===== src/rtl/core/wsd_pkg.sv =====
// ----------------------------------------------------------------------------
// WebSocket deframer package
// Shared types, header constants and the message kind encoding.
// ----------------------------------------------------------------------------
`default_nettype none

package wsd_pkg;

  // Position of the parser within the current frame.
  typedef enum logic [2:0] {
    PH_HDR0    = 3'd0,
    PH_HDR1    = 3'd1,
    PH_EXTLEN  = 3'd2,
    PH_KEY     = 3'd3,
    PH_PAYLOAD = 3'd4
  } phase_t;

  // Message kinds reported with the end of a message.
  typedef enum logic [1:0] {
    KIND_TEXT   = 2'd0,
    KIND_BINARY = 2'd1,
    KIND_CLOSE  = 2'd2,
    KIND_OTHER  = 2'd3
  } kind_t;

  localparam logic [3:0] OP_TEXT   = 4'h1;
  localparam logic [3:0] OP_BINARY = 4'h2;
  localparam logic [3:0] OP_CLOSE  = 4'h8;

  // Seven-bit length codes that announce an extended length field.
  localparam logic [6:0] LEN_EXT16 = 7'd126;
  localparam logic [6:0] LEN_EXT64 = 7'd127;

  // Extended length and key byte counts, minus one.
  localparam logic [2:0] CNT_EXT16 = 3'd1;
  localparam logic [2:0] CNT_EXT64 = 3'd7;
  localparam logic [2:0] CNT_KEY   = 3'd3;

  typedef struct packed {
    logic       data_valid;
    logic [7:0] out_byte;
    logic       msg_end;
    logic [1:0] msg_kind;
  } result_t;

  function automatic kind_t kind_of(input logic [3:0] op);
    kind_t k;
    if (op == OP_TEXT) begin
      k = KIND_TEXT;
    end else if (op == OP_BINARY) begin
      k = KIND_BINARY;
    end else if (op == OP_CLOSE) begin
      k = KIND_CLOSE;
    end else begin
      k = KIND_OTHER;
    end
    return k;
  endfunction

endpackage

`default_nettype wire


===== src/rtl/core/websocket_frame_deframer.sv =====
// ----------------------------------------------------------------------------
// WebSocket frame deframer
// Parses a received WebSocket byte stream and emits unmasked payload bytes.
// ----------------------------------------------------------------------------
// Usage:
//   The receive channel (rx_valid, rx_stall, rx_byte) takes one stream byte
//   per transfer. Header bytes are consumed silently; each payload byte gives
//   one result with data_valid set and out_byte unmasked with the frame key.
//   The byte that completes a FIN frame also carries msg_end and msg_kind,
//   the kind taken from the opcode of the message's first frame. An empty
//   FIN frame ends on its last header byte with a result that has only
//   msg_end set.
//   The result channel (res_valid, res_stall) presents one result per
//   transfer. Each result is registered, in the result register or, while
//   that is held by a stall, in the skid register. Throughput is one byte
//   per cycle while rx_stall is low: the header parse and the 64-bit length
//   count are combinational up to the result register. A two-entry output
//   stage (result register plus skid register) absorbs a stall; rx_stall
//   rises only once both entries are full, and it is driven from a register.
//   Reset is synchronous; afterwards the block expects the first header byte
//   of a new message and holds no results.
// ----------------------------------------------------------------------------
`default_nettype none

module websocket_frame_deframer
  import wsd_pkg::*;
(
  input  wire logic       clk,
  input  wire logic       rst,
  input  wire logic       rx_valid,
  output logic            rx_stall,
  input  wire logic [7:0] rx_byte,
  output logic            res_valid,
  input  wire logic       res_stall,
  output logic            data_valid,
  output logic [7:0]      out_byte,
  output logic            msg_end,
  output logic [1:0]      msg_kind
);

  // Parser state.
  phase_t      phase, phase_next;
  logic [2:0]  byte_cnt, byte_cnt_next;
  logic [63:0] remaining_len, remaining_len_next;
  logic [31:0] mask_key, mask_key_next;
  logic        mask_enabled, mask_enabled_next;
  logic [1:0]  key_index, key_index_next;
  logic [3:0]  message_opcode, message_opcode_next;
  logic        fin_seen, fin_seen_next;
  logic        first_frame, first_frame_next;
  logic        frame_end;

  // Output stage.
  result_t res_q, skid_q, result;
  logic    skid_valid;
  logic    res_has;
  logic    accept, take;
  logic [7:0] key_byte;
  logic [6:0] len7;
  logic [63:0] ext_len;

  assign accept = rx_valid && !rx_stall;
  assign take   = res_valid && !res_stall;
  assign len7   = rx_byte[6:0];
  assign ext_len = {remaining_len[55:0], rx_byte};

  // Next state of the parser.
  always_comb begin
    phase_next          = phase;
    byte_cnt_next       = byte_cnt;
    remaining_len_next  = remaining_len;
    mask_key_next       = mask_key;
    mask_enabled_next   = mask_enabled;
    key_index_next      = key_index;
    message_opcode_next = message_opcode;
    fin_seen_next       = fin_seen;
    first_frame_next    = first_frame;
    frame_end           = 1'b0;
    unique case (phase)
      PH_HDR0: begin
        fin_seen_next = rx_byte[7];
        if (first_frame) begin
          message_opcode_next = rx_byte[3:0];
          first_frame_next    = 1'b0;
        end
        key_index_next = 2'd0;
        phase_next     = PH_HDR1;
      end
      PH_HDR1: begin
        mask_enabled_next  = rx_byte[7];
        remaining_len_next = 64'd0;
        if (len7 == LEN_EXT16) begin
          byte_cnt_next = CNT_EXT16;
          phase_next    = PH_EXTLEN;
        end else if (len7 == LEN_EXT64) begin
          byte_cnt_next = CNT_EXT64;
          phase_next    = PH_EXTLEN;
        end else begin
          remaining_len_next = {57'd0, len7};
          if (rx_byte[7]) begin
            phase_next    = PH_KEY;
            byte_cnt_next = CNT_KEY;
            mask_key_next = 32'd0;
          end else if (len7 == 7'd0) begin
            frame_end  = 1'b1;
            phase_next = PH_HDR0;
          end else begin
            phase_next = PH_PAYLOAD;
          end
        end
      end
      PH_EXTLEN: begin
        remaining_len_next = ext_len;
        if (byte_cnt == 3'd0) begin
          if (mask_enabled) begin
            phase_next    = PH_KEY;
            byte_cnt_next = CNT_KEY;
            mask_key_next = 32'd0;
          end else if (ext_len == 64'd0) begin
            frame_end  = 1'b1;
            phase_next = PH_HDR0;
          end else begin
            phase_next = PH_PAYLOAD;
          end
        end else begin
          byte_cnt_next = byte_cnt - 3'd1;
        end
      end
      PH_KEY: begin
        mask_key_next = {mask_key[23:0], rx_byte};
        if (byte_cnt == 3'd0) begin
          key_index_next = 2'd0;
          if (remaining_len == 64'd0) begin
            frame_end  = 1'b1;
            phase_next = PH_HDR0;
          end else begin
            phase_next = PH_PAYLOAD;
          end
        end else begin
          byte_cnt_next = byte_cnt - 3'd1;
        end
      end
      PH_PAYLOAD: begin
        key_index_next     = key_index + 2'd1;
        remaining_len_next = remaining_len - 64'd1;
        if (remaining_len == 64'd1) begin
          frame_end  = 1'b1;
          phase_next = PH_HDR0;
        end
      end
      default: begin
        phase_next = PH_HDR0;
      end
    endcase
    // A frame with FIN set closes the message; the next frame starts a new one.
    if (frame_end && fin_seen) begin
      first_frame_next = 1'b1;
    end
  end

  // Key byte 0 is the first key byte received, now in the top byte.
  always_comb begin
    unique case (key_index)
      2'd0:    key_byte = mask_key[31:24];
      2'd1:    key_byte = mask_key[23:16];
      2'd2:    key_byte = mask_key[15:8];
      default: key_byte = mask_key[7:0];
    endcase
  end

  // Result of the current byte.
  always_comb begin
    result = '0;
    if (phase == PH_PAYLOAD) begin
      result.data_valid = 1'b1;
      result.out_byte   = mask_enabled ? (rx_byte ^ key_byte) : rx_byte;
    end
    if (frame_end && fin_seen) begin
      result.msg_end  = 1'b1;
      result.msg_kind = kind_of(message_opcode);
    end
    res_has = result.data_valid || result.msg_end;
  end

  always_ff @(posedge clk) begin
    if (rst) begin
      phase          <= PH_HDR0;
      byte_cnt       <= 3'd0;
      remaining_len  <= 64'd0;
      mask_key       <= 32'd0;
      mask_enabled   <= 1'b0;
      key_index      <= 2'd0;
      message_opcode <= 4'd0;
      fin_seen       <= 1'b0;
      first_frame    <= 1'b1;
    end else if (accept) begin
      phase          <= phase_next;
      byte_cnt       <= byte_cnt_next;
      remaining_len  <= remaining_len_next;
      mask_key       <= mask_key_next;
      mask_enabled   <= mask_enabled_next;
      key_index      <= key_index_next;
      message_opcode <= message_opcode_next;
      fin_seen       <= fin_seen_next;
      first_frame    <= first_frame_next;
    end
  end

  // The skid entry fills only while the result register is held by a stall,
  // and it refills the result register before anything new is accepted.
  always_ff @(posedge clk) begin
    if (rst) begin
      res_valid  <= 1'b0;
      skid_valid <= 1'b0;
    end else if (!res_valid || take) begin
      if (skid_valid) begin
        res_valid  <= 1'b1;
        skid_valid <= 1'b0;
      end else begin
        res_valid <= accept && res_has;
      end
    end else if (accept && res_has) begin
      skid_valid <= 1'b1;
    end
  end

  always_ff @(posedge clk) begin
    if (!res_valid || take) begin
      if (skid_valid) begin
        res_q <= skid_q;
      end else if (accept && res_has) begin
        res_q <= result;
      end
    end else if (accept && res_has) begin
      skid_q <= result;
    end
  end

  assign rx_stall   = skid_valid;
  assign data_valid = res_q.data_valid;
  assign out_byte   = res_q.out_byte;
  assign msg_end    = res_q.msg_end;
  assign msg_kind   = res_q.msg_kind;

endmodule

`default_nettype wire


===== config.mk =====
export PLATFORM = sky130hd
export DESIGN_NAME = websocket_frame_deframer
export DESIGN_NICKNAME = d
export VERILOG_FILES = /design/src/rtl/core/wsd_pkg.sv /design/src/rtl/core/websocket_frame_deframer.sv
export SDC_FILE = /design/constraint.sdc
export NUM_CORES = 1
export LEC_CHECK = 0
export CAP_MARGIN = 20
export CORE_MARGIN = 2
export CORE_UTILIZATION = 50
export CTS_CLUSTER_DIAMETER = 200
export DETAILED_ROUTE_END_ITERATION = 10
export DONT_BUFFER_PORTS = 1
export PLACE_DENSITY = 0.66
export SYNTH_ARGS = -nofsm -noshare
export SYNTH_HDL_FRONTEND = slang
export SYNTH_SLANG_ARGS = --single-unit
export TNS_END_PERCENT = 30

===== constraint.sdc =====
create_clock -name clk -period 3.1 [get_ports clk]
set_clock_uncertainty 0.1 [all_clocks]
set_input_delay 0.31 -clock clk [delete_from_list [all_inputs] [get_ports clk]]
set_output_delay 0.31 -clock clk [all_outputs]
set_load 0.05 [all_outputs]

==> impl_metrics.toml, run 1 <==
[route]
drt-total-wl_um = 23270
drt_iter0_drc = 1142
routed_via_density = 6.502
drc_errors = 0
wl_per_cell_um = 19.23
drt_first_pass_iters = 6
dr_total_vias = 7867
ant_nets = 0

[floorplan]
die_y_um = 128.9
dieArea_mm2 = 0.01661
placementRows = 45
core_area_mm2 = 0.01520
initial_core_util = 0.5129
pin_count = 26
die_w_um = 128.9

[global_route]
grt_start_max_net_pins = 106
grt_pass1_vias = 7045
grtUsageTotal = 0.2855
grt_overflow = 0
grt_pass1_wl_um = 37790
antenna_found_initial = 0

[power_and_ir_drop]
ir_drop_v = 0.0004618
total_power_mw = 5.490
switching_share = 0.3121
p_clk_frac = 0.403
intPower_mw = 3.776
power.switching_mw = 1.714
powerDensity_mw_per_mm2 = 615.1
pwr-share-seq = 0.353
p_leak_nw = 3.156
combPwrFrac = 0.244

[placed_design]
hpwl_um = 14970
port-buffer-count = 0
gp_congestion = 0.8889
post-place-cells = 1168

[sta]
finalCritPeriodShare = 0.9446
setup_viol = 0
rsz0062_at_grt = "false"
period_minus_slack_ps = 2928
hold_viol = 0
worst_pin_slew_ps = 734.7
fmax_ghz = 0.3415
slew_headroom = 0.5102
finalMaxSlewViolations = 0

[clocking]
root_buffer = "clkbuf_16"
clkTransAtPathRegs_ps = 60
clock_latency_ps = 430
cts.sinks = 137
numCtsBuffers = 17
clk_path_buf_depth = 2
htreeDepth = 4
cts_tree = "yes"

[yosys]
ys.flop_type = "dfxtp_1"
syn-num-nets = 1025
synth_area_per_cell_um2 = 7.766
synth-seq-area-share = 0.3825
synth_cells = 1004
yosysWarnings = 0
ys_types = 73
synthArstFlopShare = 0
synth_edf_count = 24
synth-seq-cells = 137
syn_area_mm2 = 0.007797

[layout]
num_antenna_cells = 0
area_growth_syn_to_layout_pct = 14.46
drive_gt1_frac = 0.1076
layout.nets = 1030
instances_no_fill = 1210

[setup_path]
critical_path_required_ps = 3130
critPathMaxFanout = 12
cp.arrival_ps = 2950
end_kind = "flop"
critPathKind = "reg -> reg"
start_kind = "flop"

[flow_run]
max_cap_violations = 0

[run_status]
status = "finished clean"

[hold_path]
hold_class = "in -> reg"
-- timing repair --
action,4_1_cts,5_1_grt
resized for setup,0,2
hold buffers,9,0
setup buffers,0,1
endpoints found under the hold margin,104,0
endpoints found under the setup margin,0,24
-- per-layer routing --
metal,routed length (um),global-route usage,part of all wire,vias to the layer above
li1,-,-,-,3717
met1,10620,0.4122,0.46,3709
met2,10360,0.4292,0.45,393
met3,1834,0.05696,0.079,48
met4,459,0.09207,0.020,0
met5,0,0,0,-
-- path summary, 6_finish.rpt --
kind / startpoint / end / slack (ps) / depth (start not counted)
setup reg to reg: remaining_len[6] / skid_q[2] / 170 / 7
setup / recovery: remaining_len[6] / skid_q[2] / 170 / 7
hold / removal: rst / res_valid / 40 / 2
hold reg to reg: mask_key[24] / mask_key[24] / 350 / 2
-- critical path: stages (launching register included) --
cell     delay [ps]
dfxtp_1         350
or4_1           600
nor4_4          380
nand4_2         230
o31a_1          360
o21a_1          220
nor3_2          160
buf_4           220
-- flip-flops by register name (all words and copies together), names as in the netlist --
register and flops:
key_index 2, rx_stall 1, fin_seen 1, first_frame 1, mask_enabled 1, out_byte 8
message_opcode 4, byte_cnt 3, res_valid 1, remaining_len 64, msg_end 1, mask_key 32
msg_kind 2, skid_q 12, data_valid 1, phase 3
-- cell type report --
class	instances	area, um^2
clock buffers	19	432.9
clock inverters	13	200.2
fillers	1407	6277
inverters	18	67.56
multi-input cells	768	4451
flip-flops and latches	137	2983
well taps	188	235.2
repair buffers	67	555.5
-- kinds of logic (layout without fill, tap and decap cells) --
family | after synthesis | count (layout) | synth area share
muxes | 10 | 10 | 0.01284
adders and majority gates | 9 | 9 | 0.01444
AOI/OAI and AO/OA | 286 | 286 | 0.2378
and+or+nand+nor | 448 | 448 | 0.2864
buffers and inverters | 99 | 117 | 0.04910
DFF | 137 | 137 | 0.3825
xor gates and xnor gates | 15 | 15 | 0.01685
-- synthesized netlist by cell type (all sizes together), types with 7 or more instances --
| cell | count | area (um^2) |
|---|---|---|
| or3 | 10 | 62.56 |
| xor2 | 10 | 87.58 |
| clkbuf | 62 | 232.7 |
| a32oi | 7 | 61.31 |
| a22o | 9 | 78.83 |
| edfxtp | 24 | 720.7 |
| nand3 | 60 | 300.3 |
| nor4 | 26 | 226.5 |
| nand4 | 13 | 87.58 |
| dfxtp | 113 | 2262 |
| mux2i | 10 | 100.1 |
| nand2b | 14 | 87.58 |
| o31ai | 13 | 116.4 |
| a222oi | 8 | 80.08 |
| or4 | 14 | 108.9 |
| a31oi | 11 | 68.82 |
| nand2 | 128 | 480.5 |
| o21ai | 64 | 320.3 |
| nor2 | 99 | 371.6 |
| inv | 18 | 67.56 |
| buf | 19 | 82.57 |
| a22oi | 13 | 97.59 |
| nor3 | 47 | 235.2 |
| a21oi | 98 | 490.5 |
| a32o | 7 | 70.07 |
| ha | 9 | 112.6 |
-- power by group through the flow --
stage	Combinational, mW	Sequential (mW)	Clock, mW
floorplan	0.871	1.95	0
global placement	1.25	1.98	0
detailed placement	1.25	1.98	0
CTS	1.30	1.94	2.24
global route	1.44	1.95	2.33
finish	1.34	1.94	2.21
-- stage by stage --
step	util	setup TNS [ps]	setup slack [ps]	hold WS, ps	area, um^2
after floorplan	-	-3853	-321.1	331.3	7802
after global placement	0.5373	0	188.0	287.9	8168
after detailed placement	0.5373	0	151.3	295.7	8168
after CTS	0.5860	0	137.0	12.57	8909
after global routing	0.5871	0	40.66	13.82	8925
final	0.5871	0	171.6	35.33	8925
-- layout by cell type (no fill, tap or decap), types with 7 or more instances in the layout --
master	instances
nor2_1	98
or4_1	13
xor2_1	10
a22o_1	9
a22oi_1	13
nand2b_1	14
ha_1	9
edfxtp_1	24
nand3_1	60
nand4_1	12
o31ai_1	11
dlygate4sd3_1	8
mux2i_1	10
clkbuf_16	17
buf_4	57
a32oi_1	7
nor3_1	46
o21ai_0	64
nand2_1	128
inv_1	17
a32o_1	7
a21oi_1	98
dfxtp_1	113
a222oi_1	8
a31oi_1	11
or3_1	10
nor4_1	19
Note: power is estimated with default switching activity, not from simulation.
==> run 2: changes to the inputs <==
--- a/config.mk
+++ b/config.mk
@@ -6,6 +6,7 @@
 export NUM_CORES = 1
 export LEC_CHECK = 0
 export CAP_MARGIN = 20
+export CORE_ASPECT_RATIO = 0.9
 export CORE_MARGIN = 2
 export CORE_UTILIZATION = 50
 export CTS_CLUSTER_DIAMETER = 200
==> impl_metrics.toml, run 2 (synthesis results as in run 1) <==
[run_status]
status = "finished clean"

[placed_design]
post-place-cells = 1178
port-buffer-count = 0
hpwl_um = 14890
placed_area_mm2 = 0.008143
gp_congestion = 0.9407

[clocking]
clock_latency_ps = 420
postCtsSetupRepairBufs = 0
clkTransAtPathRegs_ps = 60
numCtsBuffers = 17
cts.sinks = 137
htreeDepth = 4
root_buffer = "clkbuf_16"
cts_tree = "yes"
clk_path_buf_depth = 2

[setup_path]
rr_startpoint = "remaining_len[5]"
critical_path_required_ps = 3120
critPathMaxFanout = 12
rr_endpoint = "skid_q[9]"
end_kind = "flop"
r2r_slack_ps = 110
cp.arrival_ps = 3010
start_kind = "flop"
critPathKind = "reg -> reg"
r2r_cells = 7

[layout]
drive_gt1_frac = 0.1042
num_antenna_cells = 0
instances_no_fill = 1219
largest_reg_flops = 64
final_cell_area_mm2 = 0.008856
largest_register = "remaining_len"
layout_commonest_cell = "nand2_1"
layout.nets = 1025
layout_common_cells = "128 x nand2_1, 113 x dfxtp_1, 99 x nor2_1"
largestRegisters = "remaining_len: 64 flops, mask_key: 32 flops, skid_q: 12 flops"
area_growth_syn_to_layout_pct = 13.58

[power_and_ir_drop]
pwr-share-seq = 0.363
powerDensity_mw_per_mm2 = 604.5
switching_share = 0.3310
p_clk_frac = 0.385
p_leak_nw = 3.115
total_power_mw = 5.353
intPower_mw = 3.581
ir_drop_v = 0.0004346
combPwrFrac = 0.252
power.switching_mw = 1.772

[global_route]
grt_pass1_vias = 7028
grt_start_max_net_pins = 106
grt_overflow = 0
grt_pass1_wl_um = 37610
grtUsageTotal = 0.2830
antenna_found_initial = 0

[floorplan]
die_w_um = 135.6
die_y_um = 122.5
initial_core_util = 0.5085
dieArea_mm2 = 0.01661
pin_count = 26
placementRows = 43
core_area_mm2 = 0.01533

[flow_run]
max_cap_violations = 0

[route]
drt_iter0_drc = 1030
wl_per_cell_um = 19.08
drt_first_pass_iters = 6
drc_errors = 0
ant_nets = 0
dr_total_vias = 7731
routed_via_density = 6.342
drt-total-wl_um = 23260

[sta]
finalMaxSlewViolations = 0
fin_hold_ws_ps = 19.54
slew_headroom = 0.5078
worst_pin_slew_ps = 738.4
finalCritPeriodShare = 0.9641
period_minus_slack_ps = 2989
fin_tns_setup_ps = 0
fmax_ghz = 0.3346
setup_viol = 0
hold_viol = 0

[hold_path]
hold_class = "in -> reg"
holdPathStages = 2
min-delay-start = "rst"
min_to = "res_valid"
-- run 2: cell types whose count changed in the layout (fill, tap and decap cells not counted), sizes merged --
| cell | delta |
|---|---|
| buf | -5 |
| bufinv | -3 |
| clkbuf | +1 |
| clkinv | +2 |
| clkinvlp | -2 |
| inv | +2 |
-- run 2: power by group through the flow --
| stage | Sequential, mW | Combinational (mW) | Clock, mW |
|---|---|---|---|
| 6_report | 1.94 | 1.35 | 2.06 |
| 2_1_floorplan | 1.95 | 0.871 | 0 |
| 5_1_grt | 1.95 | 1.46 | 2.16 |
| 3_3_place_gp | 1.98 | 1.26 | 0 |
| 3_5_place_dp | 1.98 | 1.26 | 0 |
| 4_1_cts | 1.94 | 1.30 | 2.08 |
-- run 2: worst max-delay path: stages, from the launching register on --
cell,delay (ps)
dfxtp_1,370
or4_1,630
nor4_4,450
nand4_4,190
o31a_1,340
o21a_1,210
nor3_2,170
buf_4,230
-- run 2: timing repair --
action                     CTS  global route
hold endpoints to repair   104             0
setup endpoints to repair    0            12
hold buffers                 9             0
resized for setup            0             2
-- run 2: final cells by class --
class | instances | area, um^2
Clock inverter | 12 | 142.6
Inverter | 18 | 67.56
Tap cell | 202 | 252.7
Sequential cell | 137 | 2983
Multi-Input combinational cell | 768 | 4457
Timing Repair Buffer | 62 | 505.5
Clock buffer | 20 | 447.9
Fill cell | 1398 | 6477
-- run 2: stage by stage --
step,setup WS [ps],util
6_report,111.2,0.5776
3_5_place_dp,139.5,0.5310
3_3_place_gp,175.9,0.5310
2_1_floorplan,-321.1,-
5_1_grt,-3.444,0.5776
4_1_cts,121.6,0.5766
-- run 2: routing by layer --
metal,GRT usage,routed length [um],share of wire,vias to the layer above
met1,0.4157,11200,0.48,3642
met5,0,0,0,-
met2,0.4145,10040,0.43,336
li1,-,-,-,3718
met4,0.08464,335,0.014,0
met3,0.06237,1687,0.073,35
-- run 2: how the worst max path moves through the flow --
stage,from,endpoint,slack [ps],depth (start not counted)
6_report,remaining_len[5],skid_q[9],110,7
5_1_grt,remaining_len[5],skid_q[7],-3,7
4_1_cts,remaining_len[9],skid_q[9],120,7
3_5_place_dp,remaining_len[9],skid_q[5],140,7
3_3_place_gp,remaining_len[9],skid_q[5],180,7
2_1_floorplan,remaining_len[8],data_valid,-320,7
